--- src/design/bpd_pkg.sv ---
package bpd_pkg;

  localparam int TABLE_ENTRIES = 128;
  localparam int TABLE_AW      = 7;

  localparam logic [7:0] LITERAL_MAX = 8'd127;
  localparam logic [7:0] CODE_BASE   = 8'd128;
  localparam logic [7:0] CODE_END    = 8'd0;

  localparam logic [15:0] LEN_MAX = 16'hFFFF;

  typedef enum logic {
    FUNC_LOAD   = 1'b0,
    FUNC_DECODE = 1'b1
  } func_t;

  typedef enum logic [2:0] {
    ST_IDLE,
    ST_EXPAND,
    ST_POP,
    ST_TABLE,
    ST_DONE
  } state_t;

  typedef struct packed {
    logic [6:0]  out_byte;
    logic        stored;
    logic        end_of_string;
    logic [15:0] decoded_length;
    logic        overflow;
    logic        last;
  } res_t;

  // core status toward the top level
  typedef struct packed {
    logic res_valid;
    logic in_ready;
  } core_stat_t;

endpackage

--- src/design/bpd_core.sv ---
module bpd_core #(
  parameter int STACK_DEPTH   = 16,
  parameter int MAX_EXPANSION = 64
) (
  input  logic              clk,
  input  logic              rst_n,
  input  logic              cfg_valid,
  input  logic [15:0]       cfg_data,
  input  logic              item_valid,
  input  logic              func,
  input  logic [7:0]        code_byte,
  input  logic [6:0]        entry_index,
  input  logic [7:0]        first_byte,
  input  logic [7:0]        second_byte,
  input  logic              out_free,
  output bpd_pkg::core_stat_t stat,
  output bpd_pkg::res_t     res
);

  localparam int SW = (STACK_DEPTH > 1) ? $clog2(STACK_DEPTH) : 1;
  localparam int NW = $clog2(MAX_EXPANSION + 1);

  bpd_pkg::state_t state_r, state_nxt;

  logic [7:0]    cur_r, cur_nxt;
  logic [SW-1:0] sp_r, sp_nxt;
  logic [NW-1:0] n_r, n_nxt;
  logic          cut_r, cut_nxt;
  logic [15:0]   stored_cnt_r, stored_cnt_nxt;
  logic [15:0]   len_cnt_r, len_cnt_nxt;
  logic [15:0]   max_len_r;

  logic          pend_valid_r, pend_valid_nxt;
  logic [6:0]    pend_byte_r, pend_byte_nxt;
  logic          pend_st_r, pend_st_nxt;
  logic [15:0]   pend_len_r, pend_len_nxt;

  // memories
  logic [15:0] tbl_mem [bpd_pkg::TABLE_ENTRIES];
  logic [7:0]  stk_mem [STACK_DEPTH];
  logic [15:0] tbl_rd_r;
  logic [7:0]  stk_rd_r;
  logic        tbl_we, stk_we;
  logic [SW-1:0] stk_raddr;

  // shared conditions
  logic accept, cur_lit, lim_hit, stk_full, lit_now, cut_now, stall;
  logic emit_lit;
  logic lit_st;
  logic [15:0] len_inc;

  assign accept   = item_valid && out_free && (state_r == bpd_pkg::ST_IDLE);
  assign cur_lit  = (cur_r <= bpd_pkg::LITERAL_MAX);
  assign lim_hit  = (n_r >= NW'(MAX_EXPANSION));
  assign stk_full = ((int'(sp_r) + 2) > STACK_DEPTH);
  assign lit_now  = !lim_hit && cur_lit;
  assign cut_now  = lim_hit || (!cur_lit && stk_full);
  assign stall    = lit_now && pend_valid_r && !out_free;
  assign stk_raddr = sp_r - SW'(1);

  assign lit_st  = (({1'b0, stored_cnt_r} + 17'd1) < {1'b0, max_len_r});
  assign len_inc = (len_cnt_r < bpd_pkg::LEN_MAX) ? len_cnt_r + 16'd1 : len_cnt_r;

  // next state
  always_comb begin
    state_nxt = state_r;
    case (state_r)
      bpd_pkg::ST_IDLE: begin
        if (accept && func == bpd_pkg::FUNC_DECODE && code_byte >= bpd_pkg::CODE_BASE) begin
          state_nxt = bpd_pkg::ST_EXPAND;
        end
      end
      bpd_pkg::ST_EXPAND: begin
        if (cut_now) begin
          state_nxt = bpd_pkg::ST_DONE;
        end else if (lit_now) begin
          if (!stall) begin
            state_nxt = (sp_r == '0) ? bpd_pkg::ST_DONE : bpd_pkg::ST_POP;
          end
        end else begin
          state_nxt = bpd_pkg::ST_TABLE;
        end
      end
      bpd_pkg::ST_POP:   state_nxt = bpd_pkg::ST_EXPAND;
      bpd_pkg::ST_TABLE: state_nxt = bpd_pkg::ST_EXPAND;
      bpd_pkg::ST_DONE: begin
        if (out_free) begin
          state_nxt = bpd_pkg::ST_IDLE;
        end
      end
      default: state_nxt = bpd_pkg::ST_IDLE;
    endcase
  end

  // datapath and outputs
  always_comb begin
    stat           = '0;
    res            = '0;
    cur_nxt        = cur_r;
    sp_nxt         = sp_r;
    n_nxt          = n_r;
    cut_nxt        = cut_r;
    stored_cnt_nxt = stored_cnt_r;
    len_cnt_nxt    = len_cnt_r;
    pend_valid_nxt = pend_valid_r;
    pend_byte_nxt  = pend_byte_r;
    pend_st_nxt    = pend_st_r;
    pend_len_nxt   = pend_len_r;
    tbl_we         = 1'b0;
    stk_we         = 1'b0;
    emit_lit       = 1'b0;
    case (state_r)
      bpd_pkg::ST_IDLE: begin
        stat.in_ready = out_free;
        if (accept) begin
          if (func == bpd_pkg::FUNC_LOAD) begin
            tbl_we = 1'b1;
          end else if (code_byte == bpd_pkg::CODE_END) begin
            stat.res_valid     = 1'b1;
            res.stored         = (max_len_r != 16'd0);
            res.end_of_string  = 1'b1;
            res.decoded_length = len_cnt_r;
            res.last           = 1'b1;
            stored_cnt_nxt     = '0;
            len_cnt_nxt        = 16'd1;
          end else if (code_byte <= bpd_pkg::LITERAL_MAX) begin
            emit_lit           = 1'b1;
            stat.res_valid     = 1'b1;
            res.out_byte       = code_byte[6:0];
            res.stored         = lit_st;
            res.decoded_length = len_inc;
            res.last           = 1'b1;
          end else begin
            cur_nxt        = code_byte;
            sp_nxt         = '0;
            n_nxt          = '0;
            cut_nxt        = 1'b0;
            pend_valid_nxt = 1'b0;
          end
        end
      end
      bpd_pkg::ST_EXPAND: begin
        if (cut_now) begin
          cut_nxt = 1'b1;
        end else if (lit_now) begin
          if (!stall) begin
            // older pending literal is now known not to be last
            if (pend_valid_r) begin
              stat.res_valid     = 1'b1;
              res.out_byte       = pend_byte_r;
              res.stored         = pend_st_r;
              res.decoded_length = pend_len_r;
            end
            emit_lit       = 1'b1;
            pend_valid_nxt = 1'b1;
            pend_byte_nxt  = cur_r[6:0];
            pend_st_nxt    = lit_st;
            pend_len_nxt   = len_inc;
            n_nxt          = n_r + NW'(1);
            if (sp_r != '0) begin
              sp_nxt = sp_r - SW'(1);
            end
          end
        end
      end
      bpd_pkg::ST_POP: begin
        cur_nxt = stk_rd_r;
      end
      bpd_pkg::ST_TABLE: begin
        // second byte goes below, first byte becomes the new top
        stk_we  = 1'b1;
        cur_nxt = tbl_rd_r[15:8];
        sp_nxt  = sp_r + SW'(1);
      end
      bpd_pkg::ST_DONE: begin
        stat.res_valid = out_free;
        res.last       = 1'b1;
        if (pend_valid_r) begin
          res.out_byte       = pend_byte_r;
          res.stored         = pend_st_r;
          res.decoded_length = pend_len_r;
          res.overflow       = cut_r;
        end else begin
          res.decoded_length = len_cnt_r;
          res.overflow       = 1'b1;
        end
        if (out_free) begin
          pend_valid_nxt = 1'b0;
        end
      end
      default: ;
    endcase
    if (emit_lit) begin
      len_cnt_nxt = len_inc;
      if (lit_st && stored_cnt_r < bpd_pkg::LEN_MAX) begin
        stored_cnt_nxt = stored_cnt_r + 16'd1;
      end
    end
  end

  always_ff @(posedge clk) begin
    if (tbl_we) begin
      tbl_mem[entry_index] <= {first_byte, second_byte};
    end
    tbl_rd_r <= tbl_mem[cur_r[bpd_pkg::TABLE_AW-1:0]];
  end

  always_ff @(posedge clk) begin
    if (stk_we) begin
      stk_mem[sp_r] <= tbl_rd_r[7:0];
    end
    stk_rd_r <= stk_mem[stk_raddr];
  end

  always_ff @(posedge clk) begin
    if (!rst_n) begin
      state_r      <= bpd_pkg::ST_IDLE;
      sp_r         <= '0;
      n_r          <= '0;
      cut_r        <= 1'b0;
      stored_cnt_r <= '0;
      len_cnt_r    <= 16'd1;
      max_len_r    <= 16'd256;
      pend_valid_r <= 1'b0;
    end else begin
      state_r      <= state_nxt;
      sp_r         <= sp_nxt;
      n_r          <= n_nxt;
      cut_r        <= cut_nxt;
      stored_cnt_r <= stored_cnt_nxt;
      len_cnt_r    <= len_cnt_nxt;
      pend_valid_r <= pend_valid_nxt;
      if (cfg_valid) begin
        max_len_r <= cfg_data;
      end
    end
  end

  always_ff @(posedge clk) begin
    cur_r       <= cur_nxt;
    pend_byte_r <= pend_byte_nxt;
    pend_st_r   <= pend_st_nxt;
    pend_len_r  <= pend_len_nxt;
  end

endmodule

--- src/design/byte_pair_decoder.sv ---
// Byte pair decoder. Load items (tuser 0) write one entry of the 128-entry
// pair table; decode items (tuser 1) take one code byte. A code of 1..127 is
// a literal and gives one item, a zero code gives the terminator item with
// the string's total length and clears the counters, and a code of 128 or
// more is expanded depth-first through the pair table and a STACK_DEPTH-deep
// stack, one literal item per leaf, tlast on the final one. Expansion is cut
// (overflow set on the last item, or a lone marker item if nothing came out)
// when the stack would overrun or after MAX_EXPANSION literals. Load,
// literal and terminator items are handled without leaving the idle
// state. A pair code expands node by node, each node going through a
// registered read of the pair table or stack memory. Output sits in one
// register; the input is held off while that register holds a result
// that is not taken in the same cycle, and an expansion stalls the same
// way. Pair table contents are undefined until loaded; there is no
// clearing pass.
module byte_pair_decoder #(
  parameter int STACK_DEPTH   = 16,
  parameter int MAX_EXPANSION = 64
) (
  input  logic        clk,
  input  logic        rst_n,
  // config: max_length
  input  logic        cfg_valid,
  output logic        cfg_ready,
  input  logic [15:0] cfg_data,
  // input item
  input  logic        in_tvalid,
  output logic        in_tready,
  input  logic [31:0] in_tdata,   // code_byte[7:0], entry_index[14:8],
                                  // first_byte[22:15], second_byte[30:23]
  input  logic        in_tuser,   // func
  // result item
  output logic        out_tvalid,
  input  logic        out_tready,
  output logic [31:0] out_tdata,  // out_byte[6:0], stored[7], end_of_string[8],
                                  // decoded_length[24:9], overflow[25]
  output logic        out_tlast   // last
);

  bpd_pkg::core_stat_t stat;
  bpd_pkg::res_t       res;
  bpd_pkg::res_t       out_data_r;
  logic                out_valid_r;
  logic                out_free;

  // output register is free when empty or draining this cycle
  assign out_free  = !out_valid_r || out_tready;
  assign cfg_ready = 1'b1;
  assign in_tready = stat.in_ready;

  bpd_core #(
    .STACK_DEPTH  (STACK_DEPTH),
    .MAX_EXPANSION(MAX_EXPANSION)
  ) u_core (
    .clk        (clk),
    .rst_n      (rst_n),
    .cfg_valid  (cfg_valid),
    .cfg_data   (cfg_data),
    .item_valid (in_tvalid),
    .func       (in_tuser),
    .code_byte  (in_tdata[7:0]),
    .entry_index(in_tdata[14:8]),
    .first_byte (in_tdata[22:15]),
    .second_byte(in_tdata[30:23]),
    .out_free   (out_free),
    .stat       (stat),
    .res        (res)
  );

  always_ff @(posedge clk) begin
    if (!rst_n) begin
      out_valid_r <= 1'b0;
    end else if (stat.res_valid) begin
      out_valid_r <= 1'b1;
    end else if (out_tready) begin
      out_valid_r <= 1'b0;
    end
  end

  always_ff @(posedge clk) begin
    if (stat.res_valid) begin
      out_data_r <= res;
    end
  end

  assign out_tvalid = out_valid_r;
  assign out_tlast  = out_data_r.last;
  assign out_tdata  = {6'd0, out_data_r.overflow, out_data_r.decoded_length,
                       out_data_r.end_of_string, out_data_r.stored,
                       out_data_r.out_byte};

  // a new result only lands in a free output register
  a_no_overwrite: assert property (@(posedge clk) disable iff (!rst_n)
    stat.res_valid |-> out_free)
    else $error("result written over a held output item");

  // a literal or terminator code answers in the cycle it is taken
  a_direct_result: assert property (@(posedge clk) disable iff (!rst_n)
    (in_tvalid && in_tready && in_tuser && !in_tdata[7]) |-> stat.res_valid)
    else $error("literal or terminator code gave no result");

  // a pair code holds off the input while it expands
  a_expand_busy: assert property (@(posedge clk) disable iff (!rst_n)
    (in_tvalid && in_tready && in_tuser && in_tdata[7]) |=> !in_tready)
    else $error("input taken during expansion");

endmodule
--- config.mk ---
export PLATFORM = sky130hd
export DESIGN_NAME = byte_pair_decoder
export DESIGN_NICKNAME = d
export VERILOG_FILES = /design/src/design/bpd_pkg.sv /design/src/design/bpd_core.sv /design/src/design/byte_pair_decoder.sv
export SDC_FILE = /design/constraint.sdc
export NUM_CORES = 2
export LEC_CHECK = 0
export ABC_AREA = 0
export BUFFER_PORTS_ARGS = -buffer_cell sky130_fd_sc_hd__buf_2
export CAP_MARGIN = 20
export CORE_UTILIZATION = 50
export DETAILED_ROUTE_END_ITERATION = 10
export PLACE_DENSITY = 0.65
export SYNTH_ARGS = -nofsm -noshare
export SYNTH_HDL_FRONTEND = slang
export SYNTH_SLANG_ARGS = --single-unit
--- constraint.sdc ---
create_clock -name clk -period 5 [get_ports clk]
set_input_delay 0 -clock clk [delete_from_list [all_inputs] [get_ports clk]]
set_output_delay 0 -clock clk [all_outputs]
set_load 0.03 [all_outputs]
==> out/results.txt <==
flops & latches, synth: 2,324
NumNets Final: 5,210
Fin. Hold Viols: 0
port buffer count: 81
WS Path Type: register to register
Critical Path Start Type: register
I/O pins: 90
overall power: 43,200 µW
final-report max-slew violation count: 0
Post-synth EDFFs: 2,235
post-CTS setup buffers: 0
CP max FO: 49
status: finished, final reports clean
Lkg Pwr: 0.03391 µW
vias in the first global route: 46.28k
ys async rst share: 0%
Worst EP arrival: 4830 ps
Total GRT Usage: 24.75%
grt total ovfl: 0
CTS tree: done
total negative slack: 0 ps
core region area: 180,500 µm²
H-tree depth: 4
# Max-Cap Violations: 0
fill cell count: 13.29k
global-route wire length before repair: 328.0 mm
share of cells above drive strength 1: 20.35%
Antenna Nets Post-Route: 0
Avg Inst Size Synth: 19.28 µm²
Clock Tree Root: clkbuf_16
GP Congestion: 0.9258
unrepaired setup endpoints after global routing: false
slew margin rel.: 20.29%
Area Overhead vs Synth: 14.22%
Req. time, crit path: 5730 ps
Pre-Repair DR Iteration Count: 5
total CTS buffers: 227
wire per inst: 29.56 µm
die width: 428.1 µm
Synth cell types: 67
post-DP HPWL: 137.6 mm
dominant synthesized flop cell: edfxtp_1
CTS Buffer Depth: 3
via count: 47.26k
Place WS: 1195 ps
Reg clk slew, reported paths: 70 ps
drt via density: 6.132
crit path time final: 4099 ps
largest net degree at the start of global routing: 96
post-route clock period utilization: 81.97%
initial antenna violation count: 8
sequential share of the synthesized area: 75.89%
final-report setup violation count: 0
fmax: 0.2440 GHz
pwr dens: 416.6 nW/µm²
Final Skew: 41.87 ps
critical path endpoint category: register
YS warnings: 0
Die Area: 183,300 µm²
Sink Count: 2,324
Cells after Synth: 4,708
num rows: 156
worst skew pair latency: 880 ps
Initial Utilization: 50.28%
slew at the pin closest to its max-slew limit: 1190 ps
worst vdd ir: 0.0003573 V
drt total wl: 227.8 mm
Die Y: 428.1 µm
Post-Syn Area: 90,790 µm²
final worst slack: 901.4 ps
Hold Path Class: input pin to register
1st-iter DRT viols: 5,544
DRC Markers: 0
-- per-stage QoR --
stage | instance area (µm²) | cells | hold WS, ps | utilization, %
floorplan | 90800 | 4713 | 98.87 | -
global placement | 95200 | 7171 | 245.3 | 52.73
detailed placement | 95210 | 7172 | 241.5 | 52.74
CTS | 103600 | 7694 | 0.9824 | 57.40
global route | 103700 | 7700 | 58.71 | 57.42
finish | 103700 | 7708 | 69.32 | 57.43
-- registers in the layout (all words and copies together), names as in the netlist, 16 cells and up --
name	count
out_tdata	26
u_core.len_cnt_r	16
u_core.max_len_r	16
u_core.pend_len_r	16
u_core.stk_mem	128
u_core.stored_cnt_r	16
u_core.tbl_mem	2048
u_core.tbl_rd_r	16
-- placed cells by master (no fill, tap or decap), types with 21 or more instances in the layout --
master / netlist / routed
dlygate4sd3_1: 0 / 95
ha_1: 27 / 26
nand4_1: 29 / 29
o21ai_0: 76 / 75
mux2i_1: 444 / 444
inv_1: 45 / 45
a22oi_1: 193 / 193
clkbuf_1: 114 / 61
xnor2_1: 21 / 21
a21oi_1: 44 / 44
a31oi_1: 51 / 51
nor2_1: 234 / 220
mux4_2: 376 / 376
buf_4: 53 / 277
clkbuf_16: 0 / 230
edfxtp_1: 2235 / 2235
clkinv_2: 0 / 40
a32oi_1: 32 / 32
buf_2: 80 / 66
a221oi_1: 48 / 48
nand2_1: 156 / 156
o21ai_1: 26 / 26
dfxtp_1: 89 / 88
clkinv_1: 0 / 53
nand3_1: 100 / 100
nor3_1: 33 / 33
-- Yosys cell counts (8+ instances only) --
master / number / share of area [%]
nor2b_1: 16 / 0.11
xor2_1: 10 / 0.096
dfxtp_1: 89 / 2.0
clkbuf_1: 114 / 0.47
o2111ai_1: 16 / 0.15
xnor2_1: 21 / 0.20
o211ai_1: 20 / 0.17
edfxtp_1: 2235 / 74
mux2i_1: 444 / 4.9
a221oi_1: 48 / 0.46
nor3_1: 33 / 0.18
buf_2: 80 / 0.44
nor4_1: 8 / 0.055
nand2_1: 156 / 0.64
nand4_1: 29 / 0.20
inv_1: 45 / 0.19
nand3_1: 100 / 0.55
buf_1: 12 / 0.050
a21oi_1: 44 / 0.24
and2_1: 10 / 0.069
o21ai_0: 76 / 0.42
o21a_1: 10 / 0.083
buf_6: 8 / 0.099
buf_4: 53 / 0.44
mux4_2: 376 / 9.3
a31oi_1: 51 / 0.35
ha_1: 27 / 0.37
a211oi_1: 17 / 0.14
o21ai_1: 26 / 0.14
nor2_1: 234 / 0.97
a32oi_1: 32 / 0.31
a22oi_1: 193 / 1.6
-- area by class of cell --
| type | instances | area (µm²) | area share, % |
|---|---|---|---|
| flip-flops and latches | 2324 | 68900 | 66.44 |
| clock buffers | 293 | 6012 | 5.798 |
| multi-input cells | 2075 | 20470 | 19.74 |
| well taps | 2370 | 2965 | 2.860 |
| diodes | 11 | 27.53 | 0.02655 |
| clock inverters | 134 | 1466 | 1.414 |
| inverters | 46 | 175.2 | 0.1689 |
| repair buffers | 455 | 3687 | 3.556 |
-- where the power goes --
part           switching [µW]  internal (µW)
Clock                    7370           9580
Combinational            2660           1560
Sequential                383          21600
-- kinds of logic after synthesis --
group	after synthesis	synth area share (%)
flip-flops	2324	75.89
multiplexers	820	14.22
AND/OR/NAND/NOR	632	3.173
AO/OA/AOI/OAI	558	4.341
buffers and inverters	314	1.695
XOR/XNOR	31	0.2991
adder cells (fa/ha/maj)	27	0.3721
other	2	0.008272
-- path summary, 6_finish.rpt --
kind	endpoint	cells past startpoint	slack [ps]	startpoint
min	u_core.tbl_mem[115][5]	3	70	in_tdata[13]
min reg2reg	u_core.n_r[1]	2	510	u_core.n_r[1]
max reg2reg	u_core.tbl_rd_r[13]	7	900	u_core.cur_r[0]
max	u_core.tbl_rd_r[13]	7	900	u_core.cur_r[0]
-- critical path: stages, from the launching register on --
cell and delay, ps:
edfxtp_1 880, buf_12 410, buf_4 480, mux4_2 560
a221oi_1 1010, nand2_1 100, nand4_1 270, a211oi_1 80
-- what timing repair did --
item | in CTS | in global routing
hold buffers | 95 | 0
endpoints found under the hold margin | 1337 | 0
resized for setup | 0 | 0
-- metal layers --
metal / vias up / wire length [µm] / track usage (%)
met5: - / 0 / 0
met4: 0 / 9231 / 9.759
met3: 367 / 18310 / 4.172
met2: 2093 / 109900 / 39.35
met1: 24630 / 90380 / 34.38
li1: 20170 / - / -
Power figures use the tool's default switching activity.
